## src/rtl/earth_frame_rotation_top_assert.svh

```systemverilog
// assertion helpers for the rotation block
`ifndef EARTH_FRAME_ROTATION_TOP_ASSERT_SVH
`define EARTH_FRAME_ROTATION_TOP_ASSERT_SVH

// same-cycle implication
`define EFR_ASSERT_NOW(name, ante, cons) \
  name: assert property (@(posedge clk_i) disable iff (!rst_ni) (ante) |-> (cons)) \
    else $error("efr assertion failed");

// next-cycle implication
`define EFR_ASSERT_NEXT(name, ante, cons) \
  name: assert property (@(posedge clk_i) disable iff (!rst_ni) (ante) |=> (cons)) \
    else $error("efr assertion failed");

`endif

```

## src/rtl/efr_pkg.sv

```systemverilog
package efr_pkg;

  localparam int unsigned CordicStagesDef = 24;
  localparam int unsigned TimeW   = 40;
  localparam int unsigned FieldW  = 32;
  localparam int unsigned AngW    = 34;
  localparam int unsigned ProdW   = 66;
  localparam int unsigned SumW    = 70;
  localparam int unsigned InDataW = 176;
  localparam int unsigned OutDataW = 128;

  localparam logic [29:0] PhaseRate = 30'd816682953;
  localparam logic signed [AngW-1:0] CordicGain = 34'sd652032874;
  localparam logic signed [24:0] EarthRateQ30 = 25'sd5011104;

  localparam logic OpToFixed   = 1'b0;
  localparam logic OpToInertial = 1'b1;

  typedef struct packed {
    logic                     op;
    logic signed [FieldW-1:0] pos_x;
    logic signed [FieldW-1:0] pos_y;
    logic signed [FieldW-1:0] vel_x;
    logic signed [FieldW-1:0] vel_y;
  } item_t;

  typedef struct packed {
    logic signed [AngW-1:0] x;
    logic signed [AngW-1:0] y;
    logic signed [AngW-1:0] z;
    logic [1:0]             q;
  } rot_t;

  function automatic logic [31:0] atan_turns(input logic [4:0] i);
    logic [31:0] r;
    case (i)
      5'd0:  r = 32'h20000000;
      5'd1:  r = 32'h12E4051E;
      5'd2:  r = 32'h09FB385B;
      5'd3:  r = 32'h051111D4;
      5'd4:  r = 32'h028B0D43;
      5'd5:  r = 32'h0145D7E1;
      5'd6:  r = 32'h00A2F61E;
      5'd7:  r = 32'h00517C55;
      5'd8:  r = 32'h0028BE53;
      5'd9:  r = 32'h00145F2F;
      5'd10: r = 32'h000A2F98;
      5'd11: r = 32'h000517CC;
      5'd12: r = 32'h00028BE6;
      5'd13: r = 32'h000145F3;
      5'd14: r = 32'h0000A2FA;
      5'd15: r = 32'h0000517D;
      5'd16: r = 32'h000028BE;
      5'd17: r = 32'h0000145F;
      5'd18: r = 32'h00000A30;
      5'd19: r = 32'h00000518;
      5'd20: r = 32'h0000028C;
      5'd21: r = 32'h00000146;
      5'd22: r = 32'h000000A3;
      5'd23: r = 32'h00000051;
      5'd24: r = 32'h00000029;
      5'd25: r = 32'h00000014;
      5'd26: r = 32'h0000000A;
      5'd27: r = 32'h00000005;
      5'd28: r = 32'h00000003;
      5'd29: r = 32'h00000001;
      5'd30: r = 32'h00000001;
      default: r = 32'h00000000;
    endcase
    return r;
  endfunction

  // round to nearest at q30 then clamp to 32 bits
  function automatic logic signed [FieldW-1:0] round_sat(input logic signed [SumW-1:0] v);
    logic signed [SumW-1:0] s;
    logic signed [SumW-31:0] r;
    logic signed [FieldW-1:0] o;
    s = v + (SumW'(1) <<< 29);
    r = s[SumW-1:30];
    if (r > $signed({{(SumW-30-FieldW){1'b0}}, 1'b0, {(FieldW-1){1'b1}}}))
      o = {1'b0, {(FieldW-1){1'b1}}};
    else if (r < $signed({{(SumW-30-FieldW){1'b1}}, 1'b1, {(FieldW-1){1'b0}}}))
      o = {1'b1, {(FieldW-1){1'b0}}};
    else
      o = r[FieldW-1:0];
    return o;
  endfunction

endpackage

```

## src/rtl/efr_cordic_cell.sv

```systemverilog
module efr_cordic_cell import efr_pkg::*; #(
  parameter int unsigned Idx = 0
) (
  input  logic  clk_i,
  input  logic  rst_ni,
  input  logic  valid_i,
  output logic  ready_o,
  input  rot_t  rot_i,
  input  item_t item_i,
  output logic  valid_o,
  input  logic  ready_i,
  output rot_t  rot_o,
  output item_t item_o
);

  logic                   v_q;
  rot_t                   rot_q;
  item_t                  it_q;
  logic signed [AngW-1:0] xs, ys, at;
  rot_t                   nxt;

  assign ready_o = !v_q || ready_i;
  assign xs = rot_i.x >>> Idx;
  assign ys = rot_i.y >>> Idx;
  assign at = {{(AngW-32){1'b0}}, atan_turns(5'(Idx))};

  always_comb begin
    nxt = rot_i;
    if (!rot_i.z[AngW-1]) begin
      nxt.x = rot_i.x - ys;
      nxt.y = rot_i.y + xs;
      nxt.z = rot_i.z - at;
    end else begin
      nxt.x = rot_i.x + ys;
      nxt.y = rot_i.y - xs;
      nxt.z = rot_i.z + at;
    end
  end

  always_ff @(posedge clk_i or negedge rst_ni) begin
    if (!rst_ni) begin
      v_q <= 1'b0;
    end else if (ready_o) begin
      v_q <= valid_i;
    end
  end

  always_ff @(posedge clk_i) begin
    if (ready_o && valid_i) begin
      rot_q <= nxt;
      it_q  <= item_i;
    end
  end

  assign valid_o = v_q;
  assign rot_o   = rot_q;
  assign item_o  = it_q;

endmodule

```

## config.mk

```make
export PLATFORM = sky130hd
export DESIGN_NAME = efr_cordic_cell
export DESIGN_NICKNAME = d
export VERILOG_FILES = /design/src/rtl/earth_frame_rotation_top_assert.svh /design/src/rtl/efr_pkg.sv /design/src/rtl/efr_cordic_cell.sv
export SDC_FILE = /design/constraint.sdc
export NUM_CORES = 1
export LEC_CHECK = 0
export BUFFER_PORTS_ARGS = -buffer_cell sky130_fd_sc_hd__buf_2
export CAP_MARGIN = 20
export CORE_MARGIN = 2
export CORE_UTILIZATION = 40
export DETAILED_ROUTE_END_ITERATION = 7
export PLACE_DENSITY = 0.69
export RECOVER_POWER = 50
export SLEW_MARGIN = 20
export SYNTH_ARGS = -nofsm -noshare
export SYNTH_HDL_FRONTEND = slang
export SYNTH_SLANG_ARGS = --single-unit
```

## constraint.sdc

```tcl
create_clock -name clk_i -period 5.9 [get_ports clk_i]
set_clock_uncertainty 0.1 [all_clocks]
set_input_delay 0.885 -clock clk_i [delete_from_list [all_inputs] [get_ports clk_i]]
set_output_delay 0.885 -clock clk_i [all_outputs]
set_load 0.02 [all_outputs]
```

After elaboration in Yosys (flattened, before gate mapping)
Cells that the tools add are included.
Word-level totals
  flip-flop bits (word level): 234
  output and inout bits: 235
  logic and storage cells: 19
Operators by class
  $add $sub $neg: 5
  muxes and demuxes: 1
  reductions and logical operators: 3
Operators with widths (number)
  102-bit 2-to-1 mux: 1
  34-bit subtractor: 2
  34-bit by 31-bit adder with 34-bit output, second input constant: 1
  34-bit adder: 1
  34-bit by 31-bit subtractor with 34-bit output, second input constant: 1
  1-bit logical AND: 1
  1-bit zero test: 1
  1-bit logical OR: 1

Logic depth before layout (Yosys ltp)
  word-level depth: 3
  gate-level depth with buffers: 12
  mapped depth without buffers: 12

Worst setup path before layout
Ideal clock, no wire load.
  path type: in2reg
  from: input ready_i
  to: register it_q, in the netlist item_o[0], enable pin
  setup time: 621 ps
  arrival: 6459 ps
  path slack: -1280 ps
  cell stages on the path: 2
  path through: nand2b_1 > and2_1
Between the ends
  longest elaborated chain between the ends: 2
RTL lines
  start, declared: RTL line efr_cordic_cell.sv:11  | input logic ready_i,
  1-bit logical OR: RTL line efr_cordic_cell.sv:22  | assign ready_o = !v_q || ready_i;
  1-bit logical AND: RTL line efr_cordic_cell.sv:49  | if (ready_o && valid_i) begin
  end signal, assigned: RTL line efr_cordic_cell.sv:51  | it_q <= item_i;
  end, declared: RTL line efr_cordic_cell.sv:18  | item_t it_q;
Every way passes these cells.
A chain may end at the register's enable or synchronous reset.

Worst setup path in the final report
  from: input ready_i
  to: register rot_q, in the netlist rot_o[43], enable pin
Between the ends
  longest elaborated chain between the ends: 2
RTL lines
  1-bit logical OR: RTL line efr_cordic_cell.sv:22
  1-bit logical AND: RTL line efr_cordic_cell.sv:49
  end signal, assigned: RTL line efr_cordic_cell.sv:50  | rot_q <= nxt;
  end, declared: RTL line efr_cordic_cell.sv:17  | rot_t rot_q;
Every way passes these cells.

==> impl_metrics.tcl <==
set metrics [dict create \
    finalWirelength_mm 45.95 \
    num_io_pins 472 \
    highest_layer "met5" \
    wl_per_cell_um 22.82 \
    final_cell_area_um2 16360 \
    hpwl_mm 36.56 \
    ys_ff_latch 233 \
    synth_nets 1474 \
    root_buffer "clkbuf_16" \
    drt_iter0_drc 1022 \
    tns_ps 0 \
    ant_nets 0 \
    tightest_slew_ps 3357 \
    synth_top_area_cell "edfxtp_1" \
    finalNetCount 1935 \
    die_x_um 183.9 \
    endpoint_kind "flop" \
    cp-start-kind "primary input" \
    r2r_cells 3 \
    die_y_um 183.9 \
    rsz0062_at_grt "false" \
    synth.avg_cell_area_um2 11.44 \
    preCtsSetupSlack_ps 1592 \
    violations "capacitance limit, slew limit" \
    grt_first_pass_wirelength_mm 65.47 \
    critPathMaxStageDelay_ps 2420 \
    leakage_nw 6.835 \
    die_area_um2 33800 \
    regToRegSetupSlack_ps 1920 \
    post-route-drc-count 0 \
    status "finished, violations left" \
    critPathTopFamily "simple AND/OR/NAND/NOR gates" \
    whs_ps 30.14 \
    cp_cell_sequence "buf_2 -> nand2b_1 -> and2_1 -> buf_12" \
    cts_setup_buffers 0 \
    htreeDepth 1 \
    reg2reg_from "valid_o$_DFFE_PN0N_" \
    grt_usage 0.2578 \
    path_clk_slew_ps 60 \
    synth-edff-count 232 \
    syn_inst 1131 \
    place_area_um2 15680 \
    met2WireLength_mm 21.35 \
    relSlewSlack -1.238 \
    floorplan.initialDensity 0.4079 \
    overflow 0 \
    antenna_found_initial 9 \
    min_path_type "in2async" \
    cpMaxStageDelayCell "and2_1" \
    rows 65 \
    crit_arrival_ps 4120 \
    cellPowerDensity_nw_per_um2 290.1 \
    num_vias 11090 \
    crit_fanout 86 \
    period_minus_slack_ps 4063 \
    fmax_mhz 246.1 \
    synth_top_area_share 0.5384 \
    synth_common_cells "edfxtp_1, a21oi_1, ha_1" \
    coreArea_um2 31720 \
    cp.required_ps 5960 \
    layout_setup_ws_ps 1837 \
    place_congestion 0.9354 \
    wl_met1_mm 18.72 \
    ctsHoldBuffers 0 \
    numCtsBuffers 26 \
    criticalPathCategory "in2reg" \
    drv_cap 1 \
    insertion_delay_ps 520 \
    grt_pass1_vias 10480 \
    drv_slew 71 \
    synth_cell_types 74 \
    synthTopCellsByArea "edfxtp_1, ha_1, a21oi_1, xnor2_1, inv_1" \
    finalSetupViolations 0 \
    cts-resized-gates 0 \
    timing.rr.end "rot_o[43]$_DFFE_PP_" \
    syn_area_um2 12940 \
    post-route-period-util 0.6886 \
    p_total_mw 4.746 \
    port_buffers 471 \
    synth_ff_type "edfxtp_1" \
    syn2layout_area_growth_pct 26.46 \
    finalHoldViolations 0 \
    grt_max_degree 87 \
    synth_warnings 0 \
    cts_buffer_depth 3 \
    nFillCells 2962 \
    crit_buf_inv 2 \
    drive_gt1_frac 0.2613 \
    ys_seq_area_frac 0.5404 \
    avgViaCountPerCell 5.505 \
    met3_length_mm 3.984 \
    dr.pass1.iters 6 \
    clock_sinks 233 \
    synthMostInstantiatedCell "edfxtp_1" \
    cts_tree "done" \
    async_flop_share 0.004292 \
    vdd_drop_max_v 0.0001902 \
]
-- logic make-up (layout without fill, tap and decap cells) --
| logic type | after synthesis | count (layout) | share of synthesized area |
|---|---|---|---|
| DFF | 233 | 233 | 0.5404 |
| muxes | 15 | 15 | 0.01160 |
| AOI/OAI and AO/OA | 340 | 340 | 0.1728 |
| adders and majority gates | 106 | 106 | 0.1048 |
| and+or+nand+nor | 223 | 223 | 0.08094 |
| xor gates and xnor gates | 67 | 67 | 0.04535 |
| buffers and inverters | 147 | 627 | 0.04410 |
| other | 0 | 1 | 0 |
-- metal layers --
layer / vias to the layer above / GRT usage
met1: 5308 / 0.3367
met5: - / 0
li1: 5052 / -
met2: 615 / 0.4168
met3: 102 / 0.05368
met4: 10 / 0.1088
-- power by group --
part	switching, mW	total (mW)	internal (mW)
clock network	0.669	1.59	0.924
logic	0.753	1.12	0.371
registers	0.0343	2.03	1.99
total	1.46	4.75	3.29
-- cell usage in the layout, fill, tap and decap left out, types with 5 or more instances in the layout --
cell       instances
edfxtp_1         232
nor3_1            13
a2111oi_0          5
o31ai_1           10
o21ai_0           52
xor2_1             5
or2_2              6
nand3_1            6
nand2b_1          15
nor2_1            93
a21oi_1          133
nand4_1           16
nand2_1           42
mux2i_1           15
clkbuf_1         124
clkinv_1           8
inv_1             99
nor2b_1           11
o21a_1             6
a21o_1            21
a211oi_1          10
clkbuf_16         27
o21bai_1          26
o211ai_1          10
a221oi_1           5
ha_1             102
buf_2            351
a31oi_1            9
xnor2_1           62
clkinv_2           5
-- worst reg2reg max path: cells and delay by family (launching register included) --
kind | cells | cell delay (ps)
and+or+nand+nor | 2 | 2530
buffers and inverters | 1 | 470
DFF | 1 | 380
-- state kept, by name, summed over array words and instances, names as in the netlist --
signal and cells:
item_o 129, rot_o 103, valid_o 1
-- through the flow --
step | util | cells
3_5_place_dp | 0.4944 | 1966
2_1_floorplan | - | 1131
6_report | 0.5159 | 2014
4_1_cts | 0.5206 | 2013
3_3_place_gp | 0.4944 | 1966
5_1_grt | 0.5159 | 2014
-- layout make-up --
| class | instances | area, µm² | area share |
|---|---|---|---|
| flip-flops and latches | 233 | 6992 | 0.4273 |
| multi-input cells | 751 | 5376 | 0.3286 |
| repair buffers | 475 | 2262 | 0.1383 |
| clock buffers | 31 | 690.7 | 0.04221 |
| well taps | 402 | 503.0 | 0.03074 |
| inverters | 105 | 394.1 | 0.02409 |
| clock inverters | 16 | 141.4 | 0.008641 |
| diodes | 1 | 2.502 | 0.0001529 |
-- how the worst max path moves through the flow --
stage	startpoint	endpoint	slack [ps]	depth (start not counted)
4_1_cts	rot_i[58]	rot_o[102]$_DFFE_PP_	2150	11
3_5_place_dp	rot_i[58]	rot_o[102]$_DFFE_PP_	1590	11
3_3_place_gp	rot_i[52]	rot_o[102]$_DFFE_PP_	1590	11
5_1_grt	ready_i	rot_o[31]$_DFFE_PP_	1560	4
2_1_floorplan	ready_i	item_o[0]$_DFFE_PP_	1310	2
6_report	ready_i	rot_o[43]$_DFFE_PP_	1840	4
No activity file was read; power rests on OpenSTA's default activity.
