**src/rtl/earth_frame_rotation_top_assert.svh**
```systemverilog
// assertion helpers for the rotation block
`ifndef EARTH_FRAME_ROTATION_TOP_ASSERT_SVH
`define EARTH_FRAME_ROTATION_TOP_ASSERT_SVH

// same-cycle implication
`define EFR_ASSERT_NOW(name, ante, cons) \
  name: assert property (@(posedge clk_i) disable iff (!rst_ni) (ante) |-> (cons)) \
    else $error("efr assertion failed");

// next-cycle implication
`define EFR_ASSERT_NEXT(name, ante, cons) \
  name: assert property (@(posedge clk_i) disable iff (!rst_ni) (ante) |=> (cons)) \
    else $error("efr assertion failed");

`endif

```
**src/rtl/efr_pkg.sv**
```systemverilog
package efr_pkg;

  localparam int unsigned CordicStagesDef = 24;
  localparam int unsigned TimeW   = 40;
  localparam int unsigned FieldW  = 32;
  localparam int unsigned AngW    = 34;
  localparam int unsigned ProdW   = 66;
  localparam int unsigned SumW    = 70;
  localparam int unsigned InDataW = 176;
  localparam int unsigned OutDataW = 128;

  localparam logic [29:0] PhaseRate = 30'd816682953;
  localparam logic signed [AngW-1:0] CordicGain = 34'sd652032874;
  localparam logic signed [24:0] EarthRateQ30 = 25'sd5011104;

  localparam logic OpToFixed   = 1'b0;
  localparam logic OpToInertial = 1'b1;

  typedef struct packed {
    logic                     op;
    logic signed [FieldW-1:0] pos_x;
    logic signed [FieldW-1:0] pos_y;
    logic signed [FieldW-1:0] vel_x;
    logic signed [FieldW-1:0] vel_y;
  } item_t;

  typedef struct packed {
    logic signed [AngW-1:0] x;
    logic signed [AngW-1:0] y;
    logic signed [AngW-1:0] z;
    logic [1:0]             q;
  } rot_t;

  function automatic logic [31:0] atan_turns(input logic [4:0] i);
    logic [31:0] r;
    case (i)
      5'd0:  r = 32'h20000000;
      5'd1:  r = 32'h12E4051E;
      5'd2:  r = 32'h09FB385B;
      5'd3:  r = 32'h051111D4;
      5'd4:  r = 32'h028B0D43;
      5'd5:  r = 32'h0145D7E1;
      5'd6:  r = 32'h00A2F61E;
      5'd7:  r = 32'h00517C55;
      5'd8:  r = 32'h0028BE53;
      5'd9:  r = 32'h00145F2F;
      5'd10: r = 32'h000A2F98;
      5'd11: r = 32'h000517CC;
      5'd12: r = 32'h00028BE6;
      5'd13: r = 32'h000145F3;
      5'd14: r = 32'h0000A2FA;
      5'd15: r = 32'h0000517D;
      5'd16: r = 32'h000028BE;
      5'd17: r = 32'h0000145F;
      5'd18: r = 32'h00000A30;
      5'd19: r = 32'h00000518;
      5'd20: r = 32'h0000028C;
      5'd21: r = 32'h00000146;
      5'd22: r = 32'h000000A3;
      5'd23: r = 32'h00000051;
      5'd24: r = 32'h00000029;
      5'd25: r = 32'h00000014;
      5'd26: r = 32'h0000000A;
      5'd27: r = 32'h00000005;
      5'd28: r = 32'h00000003;
      5'd29: r = 32'h00000001;
      5'd30: r = 32'h00000001;
      default: r = 32'h00000000;
    endcase
    return r;
  endfunction

  // round to nearest at q30 then clamp to 32 bits
  function automatic logic signed [FieldW-1:0] round_sat(input logic signed [SumW-1:0] v);
    logic signed [SumW-1:0] s;
    logic signed [SumW-31:0] r;
    logic signed [FieldW-1:0] o;
    s = v + (SumW'(1) <<< 29);
    r = s[SumW-1:30];
    if (r > $signed({{(SumW-30-FieldW){1'b0}}, 1'b0, {(FieldW-1){1'b1}}}))
      o = {1'b0, {(FieldW-1){1'b1}}};
    else if (r < $signed({{(SumW-30-FieldW){1'b1}}, 1'b1, {(FieldW-1){1'b0}}}))
      o = {1'b1, {(FieldW-1){1'b0}}};
    else
      o = r[FieldW-1:0];
    return o;
  endfunction

endpackage

```
**src/rtl/efr_phase.sv**
```systemverilog
module efr_phase import efr_pkg::*; (
  input  logic                    clk_i,
  input  logic                    rst_ni,
  input  logic                    valid_i,
  output logic                    ready_o,
  input  logic signed [TimeW-1:0] time_i,
  input  item_t                   item_i,
  output logic                    valid_o,
  input  logic                    ready_i,
  output rot_t                    rot_o,
  output item_t                   item_o
);

  logic              v1_q, v2_q;
  logic              rdy1, rdy2;
  logic [49:0]       pl_q;
  logic signed [50:0] ph_q;
  item_t             it1_q, it2_q;
  rot_t              rot_q;
  logic [55:0]       full;
  logic [31:0]       phase;
  logic [1:0]        q;
  logic [31:0]       d;

  assign rdy2    = !v2_q || ready_i;
  assign rdy1    = !v1_q || rdy2;
  assign ready_o = rdy1;

  // split time so each partial product stays narrow
  always_ff @(posedge clk_i or negedge rst_ni) begin
    if (!rst_ni) begin
      v1_q <= 1'b0;
    end else if (rdy1) begin
      v1_q <= valid_i;
    end
  end

  always_ff @(posedge clk_i) begin
    if (rdy1 && valid_i) begin
      pl_q  <= time_i[19:0] * PhaseRate;
      ph_q  <= $signed(time_i[39:20]) * $signed({1'b0, PhaseRate});
      it1_q <= item_i;
    end
  end

  assign full  = {ph_q[35:0], 20'd0} + {6'd0, pl_q};
  assign phase = full[55:24];
  assign q     = 2'((phase + 32'h20000000) >> 30);
  assign d     = phase - {q, 30'd0};

  always_ff @(posedge clk_i or negedge rst_ni) begin
    if (!rst_ni) begin
      v2_q <= 1'b0;
    end else if (rdy2) begin
      v2_q <= v1_q;
    end
  end

  always_ff @(posedge clk_i) begin
    if (rdy2 && v1_q) begin
      rot_q.x <= CordicGain;
      rot_q.y <= '0;
      rot_q.z <= {{(AngW-32){d[31]}}, d};
      rot_q.q <= q;
      it2_q   <= it1_q;
    end
  end

  assign valid_o = v2_q;
  assign rot_o   = rot_q;
  assign item_o  = it2_q;

endmodule

```
**config.mk**
```make
export PLATFORM = sky130hd
export DESIGN_NAME = efr_phase
export DESIGN_NICKNAME = d
export VERILOG_FILES = /design/src/rtl/earth_frame_rotation_top_assert.svh /design/src/rtl/efr_pkg.sv /design/src/rtl/efr_phase.sv
export SDC_FILE = /design/constraint.sdc
export NUM_CORES = 1
export LEC_CHECK = 0
export BUFFER_PORTS_ARGS = -buffer_cell sky130_fd_sc_hd__buf_2
export CORE_AREA = 2 2 417 212
export CTS_BUF_LIST = sky130_fd_sc_hd__clkbuf_8
export CTS_CLUSTER_DIAMETER = 150
export DETAILED_ROUTE_END_ITERATION = 16
export DIE_AREA = 0 0 419 214
export GPL_TIMING_DRIVEN = 0
export PLACE_DENSITY = 0.58
export SYNTH_ARGS = -nofsm -noshare
export SYNTH_HDL_FRONTEND = slang
export SYNTH_SLANG_ARGS = --single-unit
```
**constraint.sdc**
```tcl
create_clock -name clk_i -period 5.45 [get_ports clk_i]
set_input_delay 0.2725 -clock clk_i [delete_from_list [all_inputs] [get_ports clk_i]]
set_output_delay 0.2725 -clock clk_i [all_outputs]
set_load 0.005 [all_outputs]
```
### Word level (Yosys, flattened, before mapping)

Cells that the tools add are included.

| word-level totals | value |
|---|---|
| input bits | 173 |
| output and inout port bits | 235 |
| register bits after elaboration | 380 |
| word-level logic and storage cells | 27 |

| operators by class | value |
|---|---|
| add/sub/neg operators | 3 |
| reduce and logical (&&, ||, !) cells | 6 |
| multipliers | 2 |

Operators with widths:

| operator | number |
|---|---|
| adder 56 x 50 -> 56 bit | 1 |
| multiplier 20 x 30 -> 50 bit, second input constant | 1 |
| multiplier 20 x 31 -> 36 bit, second input constant | 1 |
| adder 32 x 30 -> 32 bit, second input constant | 1 |
| subtractor 32 bit | 1 |
| logical AND 1 bit | 2 |
| zero test 1 bit | 2 |
| logical OR 1 bit | 2 |

### Depth between registers and ports, before layout

| logic depth | value |
|---|---|
| word-level depth | 4 |
| gate-level depth with buffers | 23 |
| gate-level depth less buffers | 23 |

### Worst setup path after synthesis

No wires, ideal clock.

| path | value |
|---|---|
| kind | input port to flip-flop |
| from | input time_i[8] |
| to | register pl_q[49] (data pin) |
| library setup time | 0.265 ns |
| path slack | -0.726 ns |
| required time | 5.185 ns |
| buffers on the path | 0 |
| arrival time | 5.910 ns |
| stages on the path | 19 |
| path through | ha_1 fa_1 inv_1 fa_1 inv_1 fa_1 fa_1 fa_1 fa_1 ha_1 a21o_1 a21o_1 a221o_1 and2_4 o31a_1 o2111ai_4 a22oi_2 and4_1 or3_1 |

| on the way | value |
|---|---|
| cells in the longest elaborated chain, start to end | 1 |

Ends and longest elaborated chain:

| what | RTL line | text |
|---|---|---|
| start: declaration | efr_phase.sv:6 | `input logic signed [TimeW-1:0] time_i,` |
| multiplier 20 x 30 -> 50 bit | efr_phase.sv:40 | `pl_q <= time_i[19:0] * PhaseRate;` |
| end signal: assignment | efr_phase.sv:40 |  |
| end: declaration | efr_phase.sv:16 | `logic [49:0] pl_q;` |

Every way passes these cells.
A chain may end at the register's enable or synchronous reset.

### Worst setup path after layout

| path | value |
|---|---|
| from | input time_i[9] |
| to | register pl_q[49] (data pin) |

Same word-level chain as after synthesis.

==> flow_summary.json <==
{
  "outcome": "finished, violations left",
  "violated_checks": "setup timing",
  "post_drt_via_cell_ratio": 4.408,
  "first_global_vias": 20080,
  "synth_cells": 2303,
  "final.fill_count": 7878,
  "timing.critical_path.from_type": "input port",
  "cts_tree": "built",
  "ys_ff_latch": 360,
  "synth_flop_cell": "edfxtp_1",
  "area_added_between_synthesis_and_finish_pct": 24.59,
  "rsz0062_at_grt": "yes",
  "hold_slack_ns": 0.1835,
  "tritoncts.num_buffers": 57,
  "top_layer_used": "met4",
  "post-place-ws_ns": -1.545,
  "finalWorstPathRequiredPeriod_ns": 5.873,
  "finalHoldViolations": 0,
  "globalRouteOverflowTotal": 0,
  "post_route_cells_drive_above_1_share": 0.2271,
  "finalMaxSlewViolations": 0,
  "routed_wirelength_mm": 72.02,
  "remaining_drc_errors": 0,
  "floorplan.rows": 76,
  "dieWidth_um": 419,
  "max-slew-margin-rel": 0.4752,
  "tightest_slew_ns": 0.7872,
  "setup.worst_path.start": "time_i[9]",
  "timing.final.setup_violations": 17,
  "detail_route.iter0.violations": 785,
  "netlist_area_mm2": 0.02986,
  "die_h_um": 214,
  "grt_first_pass_wirelength_mm": 112.0,
  "drt_first_pass_iters": 5,
  "worstSkewPairLatency_ns": 0.68,
  "cap_viol_max_count": 0,
  "synth-async-reset-ratio": 0.005556,
  "timing_worst_setup_path_type": "in2reg",
  "nNetsFinal": 3941,
  "worstHoldPathType": "in2reg",
  "dpl.hpwl_mm": 58.18,
  "port_bufs": 339,
  "yosys_warnings": 0,
  "maximum_number_of_pins_on_one_net_before_global_route_repair": 68,
  "route.vias.total": 18360,
  "clk_transition_reported_paths_ns": 0.07,
  "cts_root_cell": "clkbuf_8",
  "period_share": 1.078,
  "io_pins": 408,
  "fp.coreArea_mm2": 0.08568,
  "hold_crit_start": "time_i[20]",
  "place.gp.congestion": 0.8683,
  "synth_edf_count": 358,
  "cts_h_tree_depth": 2,
  "regArea_mm2": 0.01080,
  "routed_length_per_instance_um": 17.29,
  "dr_wl_met2_mm": 36.69,
  "critPathCaptureType": "register",
  "crit_path_max_fanout": 6,
  "multi_input_area_mm2": 0.01745,
  "clkSinkCount": 360,
  "rr_startpoint": "pl_q[24]",
  "maximum_number_of_buffers_from_clock_root_to_sink": 3,
  "postSynthAreaPerCell_um2": 12.97,
  "critical_path_arrival_ns": 6.27,
  "timing.critical_path.required_ns": 5.85,
  "fp.dieArea_mm2": 0.08967,
  "yosys.cell_types.count": 59,
  "timing.final.ws_setup_ns": -0.4229,
  "initial_core_utilization": 0.3486,
  "finClkSkew_ns": 0.02694,
  "postRouteAntennaNets": 0,
  "max_freq_ghz": 0.1703,
  "globalRouteTotalUtil": 0.1610,
  "met1_length_mm": 30.43,
  "met3WireLength_mm": 3.405,
  "fraction_of_the_yosys_area_taken_by_sequential_cells": 0.3617,
  "antenna-diode-count": 0,
  "number_of_antenna_violations_at_the_first_check_in_global_routing": 0
}
layout make-up:
| type | count | area share |
|---|---|---|
| well taps | 1170 | 0.03934 |
| repair buffers | 519 | 0.09887 |
| plain buffers | 72 | 0.01433 |
| flip-flops and latches | 360 | 0.2903 |
| clock buffers | 57 | 0.02108 |
| multi-input cells | 1366 | 0.4689 |
| inverters | 571 | 0.05787 |
| clock inverters | 49 | 0.009349 |
worst max-delay path: stages:
cell and delay [ns]:
buf_12 0.12, fa_1 0.58, inv_2 0.06, fa_1 0.56, inv_2 0.06, ha_4 0.21, fa_1 0.53, fa_1 0.47
fa_1 0.53, inv_2 0.05, fa_1 0.50, inv_2 0.05, ha_4 0.25, inv_4 0.06, nor2_4 0.03, a221o_1 0.37
o21a_2 0.25, o31a_1 0.33, o2111ai_4 0.31, a22oi_2 0.12, and4_1 0.17, or3_4 0.38
per-stage QoR:
stage / area [um^2] / utilization / TNS (ns) / std cells
after floorplan: 30390 / - / -3.665 / 2369
after global placement: 33550 / 0.3916 / -274.80 / 3878
after detailed placement: 33690 / 0.3933 / -42.15 / 3883
after CTS: 36680 / 0.4281 / -2.607 / 4143
after global routing: 37210 / 0.4343 / -5.416 / 4164
final: 37210 / 0.4343 / -3.665 / 4164
cell families (layout without fill, tap and decap cells):
logic type	after synthesis	after routing	share of synthesized area
AOI/OAI and AO/OA	213	213	0.04692
xor gates and xnor gates	100	100	0.02983
adders and majority gates	821	821	0.4428
buffers and inverters	643	1268	0.08962
DFF	360	360	0.3617
muxes	1	1	0.0003352
other	2	68	0.0002515
and+or+nand+nor	163	163	0.02862
final timing paths:
path | cells after the start | slack [ns] | to
min reg2reg | 0 | 0.41 | item_o[30]
max in group asynchronous | 3 | 4.83 | v1_q
max | 22 | -0.42 | pl_q[49]
min | 2 | 0.18 | ph_q[3]
max reg2reg | 12 | 1.39 | rot_o[32]
min in group asynchronous | 3 | 0.49 | valid_o
layer usage:
layer,GRT usage,vias to the layer above
met5,0,-
met4,0.03911,0
met3,0.02510,95
met2,0.2913,384
met1,0.2003,9158
li1,-,8719
registers in the layout, indices dropped and copies added (netlist names):
name / flops
v1_q: 1
it1_q: 129
pl_q: 30
ph_q: 36
valid_o: 1
rot_o: 34
item_o: 129
cells in the final DEF, fill, tap and decap left out, types with 7 or more instances in the layout:
| cell type | count |
|---|---|
| clkbuf_8 | 57 |
| clkinv_1 | 13 |
| conb_1 | 68 |
| o21bai_1 | 12 |
| and3_1 | 8 |
| buf_4 | 107 |
| inv_1 | 571 |
| a21oi_1 | 55 |
| ha_2 | 9 |
| nand2b_1 | 10 |
| inv_2 | 12 |
| nor2b_1 | 8 |
| fa_1 | 366 |
| ha_1 | 393 |
| edfxtp_1 | 358 |
| buf_6 | 18 |
| a21oi_2 | 13 |
| ha_4 | 26 |
| nor3_1 | 9 |
| xnor2_1 | 66 |
| a21o_1 | 45 |
| xor2_1 | 30 |
| nor2_1 | 33 |
| dlygate4sd3_1 | 138 |
| nand2_1 | 26 |
| fa_2 | 27 |
| and4_1 | 7 |
| nand3_1 | 19 |
| o21ai_0 | 23 |
| clkinv_2 | 7 |
| buf_2 | 310 |
| clkbuf_4 | 7 |
Yosys cell counts (3+ instances only):
cell	instances	area share
a21oi_1	71	0.012
o311ai_0	3	0.00088
or3_1	4	0.00084
xor2_1	30	0.0088
nor3_1	11	0.0018
or2_2	4	0.00084
nor2_1	36	0.0045
and4_1	9	0.0026
a21o_1	45	0.011
o31ai_1	4	0.0010
ha_1	428	0.18
o21ai_0	32	0.0054
a31oi_1	5	0.0010
nand2b_1	10	0.0021
o211ai_1	4	0.0010
nand3_1	20	0.0034
buf_4	70	0.018
xnor2_1	69	0.020
nand2_1	27	0.0034
and2_1	9	0.0019
o21a_1	7	0.0018
inv_1	571	0.072
nand4_1	6	0.0013
and3_1	10	0.0021
fa_1	393	0.26
edfxtp_1	358	0.36
o21bai_1	12	0.0030
nor2b_1	9	0.0019
a211oi_1	9	0.0023
timing repair:
action                     in CTS  in global routing
pin swaps                      40                 60
buffers inserted               17                 22
setup endpoints to repair      32                 29
gates resized for setup        87                 84
hold endpoints to repair      136                  1
hold buffers                  137                  1
Power is not shown: default switching activity piles up to over one toggle a cycle in this logic, so the estimate is an artifact.
